<file path="src/hdl/mexp_pkg.sv">
`timescale 1ns / 1ps

package mexp_pkg;

   // Residue width: the prime sits just below 2^30
   localparam int RES_W             = 30;
   localparam int BASE_BITS         = 63;
   localparam int EXP_FIELD_BITS    = 63;
   localparam int EXPONENT_BITS_DEF = 63;

   typedef logic [RES_W-1:0] residue_type;

   localparam residue_type PRIME = 30'd1000000007;
   localparam residue_type ONE   = 30'd1;

   // Barrett factor floor(2^(2*RES_W) / PRIME), fits in 31 bits
   localparam logic [31:0] BARRETT_MU = 32'((64'd1 << (2 * RES_W)) / 64'd1000000007);

endpackage

</file>
<file path="src/hdl/modular_exponentiation_top.sv">
`timescale 1ns / 1ps

// Channel   Ports                                   Dir   Moves
// req       req_valid/req_ready, req_base/exponent  in    one request: base, exponent
// rsp       rsp_valid/rsp_ready, rsp_power_mod      out   one result per request
//
// Sequence, from the accepting edge to the edge that raises rsp_valid: reduce
// the base (two direct Barrett passes on the shared multiplier), then the exponent
// LSB first up to its highest set bit: multiply + square per set bit, square only
// per clear bit, then load the output register. A zero exponent skips the base
// reduction and the exponent steps and goes straight to the output load.
// Reset is synchronous, active high; no clearing pass. req_ready is high only when
// idle; a result waiting on rsp_ready stalls only the final cycle of the next request.
module modular_exponentiation_top #(
   parameter int EXPONENT_BITS = mexp_pkg::EXPONENT_BITS_DEF
) (
   input  logic                                clock,
   input  logic                                reset,
   input  logic                                req_valid,
   output logic                                req_ready,
   input  logic [mexp_pkg::BASE_BITS-1:0]      req_base,
   input  logic [mexp_pkg::EXP_FIELD_BITS-1:0] req_exponent,
   output logic                                rsp_valid,
   input  logic                                rsp_ready,
   output logic [mexp_pkg::RES_W-1:0]          rsp_power_mod
);

   localparam logic [2:0] S_IDLE = 3'd0;   // waiting for a request
   localparam logic [2:0] S_RED  = 3'd1;   // base mod p in progress
   localparam logic [2:0] S_BIT  = 3'd2;   // look at next exponent bit
   localparam logic [2:0] S_WACC = 3'd3;   // waiting on acc * sq
   localparam logic [2:0] S_WSQ  = 3'd4;   // waiting on sq * sq

   logic [2:0]                   state_ff, state_in;
   mexp_pkg::residue_type        acc_ff, acc_in;
   mexp_pkg::residue_type        sq_ff, sq_in;
   logic [EXPONENT_BITS-1:0]     rem_ff, rem_in;
   logic                         rsp_valid_ff, rsp_valid_in;
   mexp_pkg::residue_type        rsp_data_ff, rsp_data_in;

   logic                         req_accept;
   logic [EXPONENT_BITS-1:0]     exp_masked;

   logic                         red_start;
   logic                         red_done;
   mexp_pkg::residue_type        red_result;
   logic                         red_mm_start;
   logic [2*mexp_pkg::RES_W-1:0] red_mm_x;

   logic                         mm_start;
   logic                         mm_direct;
   mexp_pkg::residue_type        mm_a;
   mexp_pkg::residue_type        mm_b;
   logic [2*mexp_pkg::RES_W-1:0] mm_x;
   logic                         mm_done;
   mexp_pkg::residue_type        mm_result;

   mexp_reduce u_reduce (
      .clock     (clock),
      .reset     (reset),
      .start     (red_start),
      .value     (req_base),
      .done      (red_done),
      .result    (red_result),
      .mm_start  (red_mm_start),
      .mm_x      (red_mm_x),
      .mm_done   (mm_done),
      .mm_result (mm_result)
   );

   mexp_mulmod u_mulmod (
      .clock  (clock),
      .reset  (reset),
      .start  (mm_start),
      .direct (mm_direct),
      .a      (mm_a),
      .b      (mm_b),
      .x      (mm_x),
      .done   (mm_done),
      .result (mm_result)
   );

   assign req_ready     = (state_ff == S_IDLE);
   assign req_accept    = req_valid && req_ready;
   assign exp_masked    = req_exponent[EXPONENT_BITS-1:0];
   assign rsp_valid     = rsp_valid_ff;
   assign rsp_power_mod = rsp_data_ff;

   always_comb begin
      state_in     = state_ff;
      acc_in       = acc_ff;
      sq_in        = sq_ff;
      rem_in       = rem_ff;
      rsp_data_in  = rsp_data_ff;
      // output slot drains on a handshake
      rsp_valid_in = rsp_valid_ff && !rsp_ready;
      red_start    = 1'b0;
      mm_start     = 1'b0;
      mm_direct    = 1'b0;
      mm_a         = sq_ff;
      mm_b         = sq_ff;
      mm_x         = red_mm_x;

      case (state_ff)
         S_IDLE: begin
            if (req_accept) begin
               acc_in = mexp_pkg::ONE;
               rem_in = exp_masked;
               // zero exponent: result is 1, base never needed
               if (exp_masked == '0) begin
                  state_in = S_BIT;
               end else begin
                  red_start = 1'b1;
                  state_in  = S_RED;
               end
            end
         end
         S_RED: begin
            // the reducer owns the multiplier here
            mm_start  = red_mm_start;
            mm_direct = 1'b1;
            if (red_done) begin
               sq_in    = red_result;
               state_in = S_BIT;
            end
         end
         S_BIT: begin
            if (rem_ff == '0) begin
               // hold here until the output register is free
               if (!rsp_valid_ff || rsp_ready) begin
                  rsp_valid_in = 1'b1;
                  rsp_data_in  = acc_ff;
                  state_in     = S_IDLE;
               end
            end else if (rem_ff[0]) begin
               mm_start = 1'b1;
               mm_a     = acc_ff;
               state_in = S_WACC;
            end else begin
               mm_start = 1'b1;
               state_in = S_WSQ;
            end
         end
         S_WACC: begin
            if (mm_done) begin
               acc_in   = mm_result;
               // square issued back to back with the multiply result
               mm_start = 1'b1;
               state_in = S_WSQ;
            end
         end
         S_WSQ: begin
            if (mm_done) begin
               sq_in    = mm_result;
               rem_in   = rem_ff >> 1;
               state_in = S_BIT;
            end
         end
         default: begin
            state_in = S_IDLE;
         end
      endcase
   end

   always_ff @(posedge clock) begin
      if (reset) begin
         state_ff     <= S_IDLE;
         rsp_valid_ff <= 1'b0;
      end else begin
         state_ff     <= state_in;
         rsp_valid_ff <= rsp_valid_in;
      end
      acc_ff      <= acc_in;
      sq_ff       <= sq_in;
      rem_ff      <= rem_in;
      rsp_data_ff <= rsp_data_in;
   end

endmodule

</file>
<file path="src/hdl/mexp_reduce.sv">
`timescale 1ns / 1ps

// Base reduction on the shared mulmod, no multiplier of its own.
// base = hi * 2^30 + lo; r1 = hi mod p, then r = (r1 * 2^30 + lo) mod p.
// Both passes are direct Barrett reductions (x below 2^60).
module mexp_reduce (
   input  logic                              clock,
   input  logic                              reset,
   input  logic                              start,
   input  logic [mexp_pkg::BASE_BITS-1:0]    value,
   output logic                              done,
   output mexp_pkg::residue_type             result,
   output logic                              mm_start,
   output logic [2*mexp_pkg::RES_W-1:0]      mm_x,
   input  logic                              mm_done,
   input  mexp_pkg::residue_type             mm_result
);

   localparam logic [1:0] R_IDLE  = 2'd0;
   localparam logic [1:0] R_ISSUE = 2'd1;
   localparam logic [1:0] R_HI    = 2'd2;
   localparam logic [1:0] R_LO    = 2'd3;

   localparam int X_W = 2 * mexp_pkg::RES_W;

   logic [1:0]                        state_ff, state_in;
   logic [mexp_pkg::BASE_BITS-1:0]    val_ff, val_in;

   always_comb begin
      state_in = state_ff;
      val_in   = val_ff;
      mm_start = 1'b0;
      mm_x     = X_W'(val_ff[mexp_pkg::BASE_BITS-1:mexp_pkg::RES_W]);
      done     = 1'b0;
      result   = mm_result;
      case (state_ff)
         R_IDLE: begin
            if (start) begin
               val_in   = value;
               state_in = R_ISSUE;
            end
         end
         R_ISSUE: begin
            // high part first
            mm_start = 1'b1;
            state_in = R_HI;
         end
         R_HI: begin
            if (mm_done) begin
               mm_start = 1'b1;
               mm_x     = {mm_result, val_ff[mexp_pkg::RES_W-1:0]};
               state_in = R_LO;
            end
         end
         R_LO: begin
            if (mm_done) begin
               done     = 1'b1;
               state_in = R_IDLE;
            end
         end
         default: begin
            state_in = R_IDLE;
         end
      endcase
   end

   always_ff @(posedge clock) begin
      if (reset) begin
         state_ff <= R_IDLE;
      end else begin
         state_ff <= state_in;
      end
      val_ff <= val_in;
   end

endmodule

</file>
<file path="src/hdl/mexp_mulmod.sv">
`timescale 1ns / 1ps

// Modular multiply on one shared 32x32 multiplier, Barrett reduction.
// start -> AB (a*b) -> MU (quotient estimate) -> QP (q*p) -> FIX (done).
// With direct set, x (below 2^60) is loaded as is and AB is skipped.
// A new start is taken in IDLE or in the FIX cycle.
module mexp_mulmod (
   input  logic                           clock,
   input  logic                           reset,
   input  logic                           start,
   input  logic                           direct,
   input  mexp_pkg::residue_type          a,
   input  mexp_pkg::residue_type          b,
   input  logic [2*mexp_pkg::RES_W-1:0]   x,
   output logic                           done,
   output mexp_pkg::residue_type          result
);

   localparam logic [2:0] PH_IDLE = 3'd0;
   localparam logic [2:0] PH_AB   = 3'd1;
   localparam logic [2:0] PH_MU   = 3'd2;
   localparam logic [2:0] PH_QP   = 3'd3;
   localparam logic [2:0] PH_FIX  = 3'd4;

   localparam int W = mexp_pkg::RES_W;

   logic [2:0]            phase_ff, phase_in;
   mexp_pkg::residue_type a_ff, a_in;
   mexp_pkg::residue_type b_ff, b_in;
   logic [2*W-1:0]        x_ff, x_in;
   logic [W:0]            q_ff, q_in;
   logic [W+1:0]          qp_ff, qp_in;

   logic [31:0]           mul_a;
   logic [31:0]           mul_b;
   logic [63:0]           prod;

   logic [W+1:0]          p1;
   logic [W+1:0]          p2;
   logic [W+1:0]          diff;
   logic [W+1:0]          diff_p1;
   logic [W+1:0]          diff_p2;

   assign prod = mul_a * mul_b;

   always_comb begin
      case (phase_ff)
         PH_AB: begin
            mul_a = 32'(a_ff);
            mul_b = 32'(b_ff);
         end
         PH_MU: begin
            mul_a = 32'(x_ff[2*W-1:W-1]);
            mul_b = mexp_pkg::BARRETT_MU;
         end
         PH_QP: begin
            mul_a = 32'(q_ff);
            mul_b = 32'(mexp_pkg::PRIME);
         end
         default: begin
            mul_a = '0;
            mul_b = '0;
         end
      endcase
   end

   // Remainder estimate is below 3p, so two corrections at most
   always_comb begin
      p1      = {2'b00, mexp_pkg::PRIME};
      p2      = {1'b0, mexp_pkg::PRIME, 1'b0};
      diff    = x_ff[W+1:0] - qp_ff;
      diff_p1 = diff - p1;
      diff_p2 = diff - p2;
      if (diff >= p2) begin
         result = diff_p2[W-1:0];
      end else if (diff >= p1) begin
         result = diff_p1[W-1:0];
      end else begin
         result = diff[W-1:0];
      end
      done = (phase_ff == PH_FIX);
   end

   always_comb begin
      phase_in = phase_ff;
      a_in     = a_ff;
      b_in     = b_ff;
      x_in     = x_ff;
      q_in     = q_ff;
      qp_in    = qp_ff;
      case (phase_ff)
         PH_IDLE: begin
            if (start) begin
               if (direct) begin
                  x_in     = x;
                  phase_in = PH_MU;
               end else begin
                  phase_in = PH_AB;
                  a_in     = a;
                  b_in     = b;
               end
            end
         end
         PH_AB: begin
            x_in     = prod[2*W-1:0];
            phase_in = PH_MU;
         end
         PH_MU: begin
            q_in     = prod[2*W+1:W+1];
            phase_in = PH_QP;
         end
         PH_QP: begin
            qp_in    = prod[W+1:0];
            phase_in = PH_FIX;
         end
         PH_FIX: begin
            if (start) begin
               if (direct) begin
                  x_in     = x;
                  phase_in = PH_MU;
               end else begin
                  phase_in = PH_AB;
                  a_in     = a;
                  b_in     = b;
               end
            end else begin
               phase_in = PH_IDLE;
            end
         end
         default: begin
            phase_in = PH_IDLE;
         end
      endcase
   end

   always_ff @(posedge clock) begin
      if (reset) begin
         phase_ff <= PH_IDLE;
      end else begin
         phase_ff <= phase_in;
      end
      a_ff  <= a_in;
      b_ff  <= b_in;
      x_ff  <= x_in;
      q_ff  <= q_in;
      qp_ff <= qp_in;
   end

endmodule
</file>
<file path="config.mk">
export PLATFORM = sky130hd
export DESIGN_NAME = modular_exponentiation_top
export DESIGN_NICKNAME = d
export VERILOG_FILES = /design/src/hdl/mexp_pkg.sv /design/src/hdl/modular_exponentiation_top.sv /design/src/hdl/mexp_reduce.sv /design/src/hdl/mexp_mulmod.sv
export SDC_FILE = /design/constraint.sdc
export NUM_CORES = 2
export LEC_CHECK = 0
export BUFFER_PORTS_ARGS = -buffer_cell sky130_fd_sc_hd__buf_2
export CAP_MARGIN = 30
export CORE_MARGIN = 2
export CORE_UTILIZATION = 53
export CTS_CLUSTER_SIZE = 8
export DETAILED_ROUTE_END_ITERATION = 12
export GPL_TIMING_DRIVEN = 0
export PLACE_DENSITY_LB_ADDON = 0.08
export SLEW_MARGIN = 20
export SYNTH_ARGS = -nofsm -noshare
export SYNTH_HDL_FRONTEND = slang
export SYNTH_SLANG_ARGS = --single-unit
</file>
<file path="constraint.sdc">
create_clock -name clock -period 21.6 [get_ports clock]
set_input_delay 2.16 -clock clock [delete_from_list [all_inputs] [get_ports clock]]
set_output_delay 2.16 -clock clock [all_outputs]
set_load 0.01 [all_outputs]
</file>
# ---- After elaboration in Yosys (flattened, before gate mapping)
# Index checks and enable logic that the tools add are counted.
dict set report totals {
  reg_bits 408
  latchBits 0
  ramBits 0
  rom_bits 0
  inputBits 130
  output_inout_bits 32
  word_cells 116
  n_memories 0
}
dict set report op_classes {
  n_addsub 3
  multipliers 1
  div 0
  magnitude_cmp 2
  eq_ne 22
  n_shift 0
  mux 49
  bitwise_logic 1
  reduce_logical 24
}
# op count
set ops {}
lappend ops {{two-way mux 30 bit} 8}
lappend ops {{two-way mux 60 bit} 4}
lappend ops {{one-hot mux 31 bit (3 select lines)} 2}
lappend ops {{zero test 63 bit} 2}
lappend ops {{two-way mux 63 bit} 2}
lappend ops {{one-hot mux 63 bit (2 select lines)} 1}
lappend ops {{one-hot mux 30 bit (2 select lines)} 2}
lappend ops {{one-hot mux 60 bit (2 select lines)} 1}
lappend ops {{multiplier 31 x 31 -> 62 bit} 1}
lappend ops {{subtractor 30 bit (second input constant)} 2}
lappend ops {{greater-or-equal comparator 32 x 30 -> 1 bit (second input constant)} 1}
lappend ops {{greater-or-equal comparator 32 x 31 -> 1 bit (second input constant)} 1}
lappend ops {{subtractor 32 bit} 1}
lappend ops {{one-hot mux 3 bit (5 select lines)} 2}
lappend ops {{two-way mux 3 bit} 8}
lappend ops {{AND reduction 3 bit} 7}
lappend ops {{inequality test 2 bit (second input constant)} 7}
lappend ops {{== test 3 x 2 -> 1 bit (second input constant)} 4}
lappend ops {{two-way mux 2 bit} 6}
lappend ops {{two-way mux 1 bit} 10}
lappend ops {{one-hot mux 2 bit (4 select lines)} 1}
lappend ops {{nonzero test 2 bit} 4}
lappend ops {{== test 3 x 1 -> 1 bit (second input constant)} 2}
lappend ops {{== test 3 bit (second input constant)} 2}
lappend ops {{15 further kinds} 21}

# ---- Depth between registers and ports, before layout
dict set report depth {
  depth_word 9
  mapped_depth 38
}

# ---- Cells and area by module
# Synthesis repeated with hierarchy kept, for this count alone.
dict set report hier_totals {
  cells_unflattened 4995
  hier_area_um2 50808.7
}
# module n_inst cells_per_inst area_per_inst_um2 seq_area_each_um2
set by_module_without_submodules {}
lappend by_module_without_submodules {mexp_mulmod 1 4392 40886.7 5555.3}
lappend by_module_without_submodules {modular_exponentiation_top 1 419 6899.1 4674.5}
lappend by_module_without_submodules {mexp_reduce 1 184 3022.9 1931.9}

# ---- Worst setup path before layout
# OpenSTA, ideal clock, no wires.
dict set report synth_path {
  path_kind {register -> register}
  from {reg u_mulmod.phase_ff[0]}
  to {reg u_mulmod.x_ff[47], data pin}
  setup_ns 0.257
  arrival_time_ns 9.402
  required_time_ns 21.343
  setup_slack_ns 11.941
  stages_incl_launch_ff 32
  n_path_buf 6
  synth_period_minus_slack_ns 9.659
  path_cell_list {dfxtp_1 clkbuf_1 nor3b_1 clkbuf_1 clkbuf_1 buf_1 a21oi_1 clkbuf_1 nor2_1 fa_1 fa_1 inv_1 fa_1 fa_1 inv_1 fa_1 fa_1 fa_1 fa_1 ha_1 clkbuf_1 a21o_1 a31o_2 a221o_1 a31oi_1 o21ba_2 o21ai_0 a221oi_1 o31ai_1 a21oi_1 xnor2_1 a32o_1}
}
# element line_no
set synth_lines {}
lappend synth_lines {{start, declared} mexp_mulmod.sv:27} ;# logic [2:0] phase_ff, phase_in;
lappend synth_lines {{start signal, assigned} mexp_mulmod.sv:140} ;# phase_ff <= phase_in;
lappend synth_lines {{== test 3 x 2 -> 1 bit / == test 3 x 1 -> 1 bit (equally long branches)} mexp_mulmod.sv:47} ;# case (phase_ff)
lappend synth_lines {{one-hot mux 31 bit (3 select lines)} mexp_mulmod.sv:47}
lappend synth_lines {{multiplier 31 x 31 -> 62 bit (*)} mexp_mulmod.sv:44} ;# assign prod = mul_a * mul_b;
lappend synth_lines {{net u_mulmod.prod[47]} mexp_mulmod.sv:36} ;# logic [63:0] prod;
lappend synth_lines {{one-hot mux 60 bit (2 select lines) (*)} mexp_mulmod.sv:91} ;# case (phase_ff)
lappend synth_lines {{net u_mulmod.x_in[47]} mexp_mulmod.sv:30} ;# logic [2*W-1:0] x_ff, x_in;
lappend synth_lines {{end signal, assigned} mexp_mulmod.sv:144} ;# x_ff <= x_in;
lappend synth_lines {{end, declared} mexp_mulmod.sv:30}
# Mark *: on every way through the listed nets, which the timed path passes. The rest lies on a longest branch. The select of a mux whose other input is x is not followed.
# A chain may end at the register's enable or synchronous reset.

# ---- Final worst setup path
dict set report layout_path {
  from {reg u_mulmod.phase_ff[1]}
  to {reg u_mulmod.x_ff[42], data pin}
}
dict set report layout_between {
  elab_chain_len 6
}
# element line_no
set layout_lines {}
lappend layout_lines {{parallel branches: the longest is 5 deep, another holds multiplier 31 x 31 -> 62 bit} n/a}
lappend layout_lines {{one-hot mux 60 bit (2 select lines) (*)} mexp_mulmod.sv:91}
lappend layout_lines {{net u_mulmod.x_in[42]} mexp_mulmod.sv:30}
# Mark *: on every way through the listed nets, which the timed path passes. The select of a mux whose other input is x is not followed.

==> flow_summary.toml <==
[synthesis]
async_reset_ff_share_pct = 0
synth_seq_area_share_pct = 24.5
synth_cell_types = 90
ys_warn_count = 0
netlist_area_um2 = 49700
synth_edf_count = 399
ys.flop_type = "edfxtp_1"
syn_avg_cell_area_um2 = 9.85
ys_seq_elements = 408
syn-instance-count = 5043

[detailed_routing]
drt-initial-drc-count = 4054
met2_length_mm = 80.9
routed_via_density = 5.92
vias = 39225
wl_met1_mm = 70.5
drc = 0
dr.pass1.iters = 6
wire_per_inst_um = 27.5
top_layer = "met5"
routed_wl_mm = 182
ant_nets = 0
route.met3.wl_mm = 19.1

[global_routing]
overflow = 0
antenna_found_initial = 16
grt_pass1_vias = 39626
grt_pass1_wl_mm = 265
track_usage_pct = 38.8
grt_max_degree = 37

[clock_network]
clock_sinks = 408
cts_tree = "built"
numCtsBuffers = 57
ctsResizeCount = 0
clk_pin_slew_ns = 0.06
cts_buffer_depth = 3
cts_root_buf = "clkbuf_16"
postCtsHoldBufs = 0
clk_latency_ns = 0.61
cts_max_level = 2
cts_setup_buffers = 0

[placement]
post-dp-hpwl_mm = 150
place.gp.congestion = 1.02
place_inst = 6520
io_buffers = 160

[pwr]
power_mw = 3.96
power_report.internal_total_mw = 2.13
p_seq_share_pct = 29.9
peakVddDrop_v = 0.0000753
p_leak_nw = 24.5
combPwrFrac_pct = 49.2
p_clk_share_pct = 20.9
cellPowerDensity_nw_per_um2 = 72.5
switching_share_pct = 46.3
power_switching_mw = 1.83

[setup_path]
worstPathArrival_ns = 13.07
crit_family = "adder cells"
cp_data_required_time_ns = 21.88
critical_path_class = "reg2reg"
cp_num_buf_inv = 9
worstSetupEndpointType = "register"
cpPeakStageDelay_ns = 0.80
cp_max_fo = 10
start_kind = "register"
slowest_stage = "nor2_2"
crit_top_cell = "fa_1"

[final_layout]
final_nets = 6589
final_layout_size_suffix_gt1_share_pct = 9.24
fin_cells = 6625
final_cell_mix = "fa_1 (838), inv_1 (832), nand2_1 (644)"
syn2layout_area_growth_pct = 10.0
final_common_cell = "fa_1"
final_util_pct = 58.7

[timing]
skew_ns = 0.0286
worst_pin_slew_ns = 1.14
setup_viol = 0
drv_slew = 0
period_needed_ns = 12.79
fmax_ghz = 0.0782
final.setup.tns_ns = 0
hold_viol_final = 0
slew-limit-headroom_pct = 24.1
rsz0062_at_grt = "false"
fin_crit_sh_pct = 59.2

[floorplanning]
start_util_pct = 53.4
die_w_um = 310
row_count = 112
ios = 162
dieArea_um2 = 96200
die_h_um = 310
core-area_um2 = 93000

[hold_path]
min_path_type = "reg2reg"

[flow_run]
cap_viol_max_count = 0

[outcome]
status = "complete, no violations"
## state kept, by name (all words and copies together) (netlist names), 2 cells and up
signal and flops:
acc_ff 30, u_reduce.state_ff 2, u_mulmod.b_ff 30, u_mulmod.x_ff 60, state_ff 3, rem_ff 63, u_mulmod.q_ff 31, u_mulmod.phase_ff 3
mm_b 30, u_reduce.val_ff 63, rsp_power_mod 30, u_mulmod.qp_ff 32, u_mulmod.a_ff 30
## synthesized netlist by cell type (13+ instances only)
| library cell | count | area share (%) |
|---|---|---|
| fa_1 | 838 | 34 |
| inv_1 | 832 | 6.3 |
| nor2_1 | 650 | 4.9 |
| nand2_1 | 644 | 4.9 |
| edfxtp_1 | 399 | 24 |
| ha_1 | 294 | 7.4 |
| clkbuf_1 | 210 | 1.6 |
| a21oi_1 | 130 | 1.3 |
| mux2_2 | 93 | 2.1 |
| o21ai_0 | 87 | 0.88 |
| xnor2_1 | 75 | 1.3 |
| nor3_1 | 67 | 0.68 |
| a21o_1 | 58 | 0.88 |
| and2_1 | 51 | 0.64 |
| a31oi_1 | 50 | 0.63 |
| nand3_1 | 48 | 0.48 |
| nor4_1 | 40 | 0.50 |
| mux2i_1 | 37 | 0.75 |
| xor2_1 | 35 | 0.62 |
| and3_1 | 31 | 0.39 |
| o21a_1 | 29 | 0.44 |
| nand4_1 | 28 | 0.35 |
| or2_2 | 27 | 0.34 |
| o21ai_1 | 22 | 0.22 |
| a211oi_1 | 20 | 0.30 |
| buf_1 | 20 | 0.15 |
| buf_2 | 14 | 0.14 |
| nor3b_1 | 13 | 0.20 |
| o21bai_1 | 13 | 0.20 |
## routing by layer
layer	global-route usage, %	vias up
met5	0	-
met4	21.0	10
met3	8.34	559
met2	59.5	2184
met1	51.7	19791
li1	-	16681
## through the flow
step / setup WS, ns / hold WS [ns] / instance area, um2
2_1_floorplan: 11.94 / 0.420 / 49700
3_3_place_gp: 7.74 / 0.425 / 52100
3_5_place_dp: 9.22 / 0.429 / 53000
4_1_cts: 9.17 / 0.439 / 54600
5_1_grt: 8.79 / 0.453 / 54700
6_report: 8.81 / 0.434 / 54700
## path summary, 6_finish.rpt
kind,start,to,slack (ns),cells past startpoint
min reg2reg,mm_b[24],u_mulmod.b_ff[24],0.43,0
max,u_mulmod.phase_ff[1],u_mulmod.x_ff[42],8.81,33
max reg2reg,u_mulmod.phase_ff[1],u_mulmod.x_ff[42],8.81,33
min,mm_b[24],u_mulmod.b_ff[24],0.43,0
## final cells by class
cell class | instances | area (um2)
fill | 8333 | 38400
multi-input combinational | 3560 | 33600
sequential | 408 | 12200
inverter | 832 | 3120
clock buffer | 94 | 1590
timing repair buffer | 221 | 1580
tap | 1254 | 1570
buffer | 247 | 980
clock inverter | 5 | 50.0
antenna | 4 | 10.0
## power by group through the flow
stage	Combinational [mW]	Sequential, mW	Clock, mW
4_1_cts	1.88	1.18	0.839
3_5_place_dp	1.87	1.19	0
3_3_place_gp	1.78	1.24	0
6_report	1.95	1.18	0.830
5_1_grt	2.03	1.20	0.867
2_1_floorplan	1.06	1.17	0
## logic make-up after synthesis
family / count (synthesis) / share of synthesized area (%)
compound gates: 530 / 7.18
xor+xnor: 112 / 2.00
fa+ha+maj: 1132 / 41.2
buf+inv: 1079 / 8.21
flops: 408 / 24.5
mux: 130 / 2.85
other cells: 2 / 0.0151
simple gates: 1650 / 14.1
No activity file was read; power rests on OpenSTA's default activity.
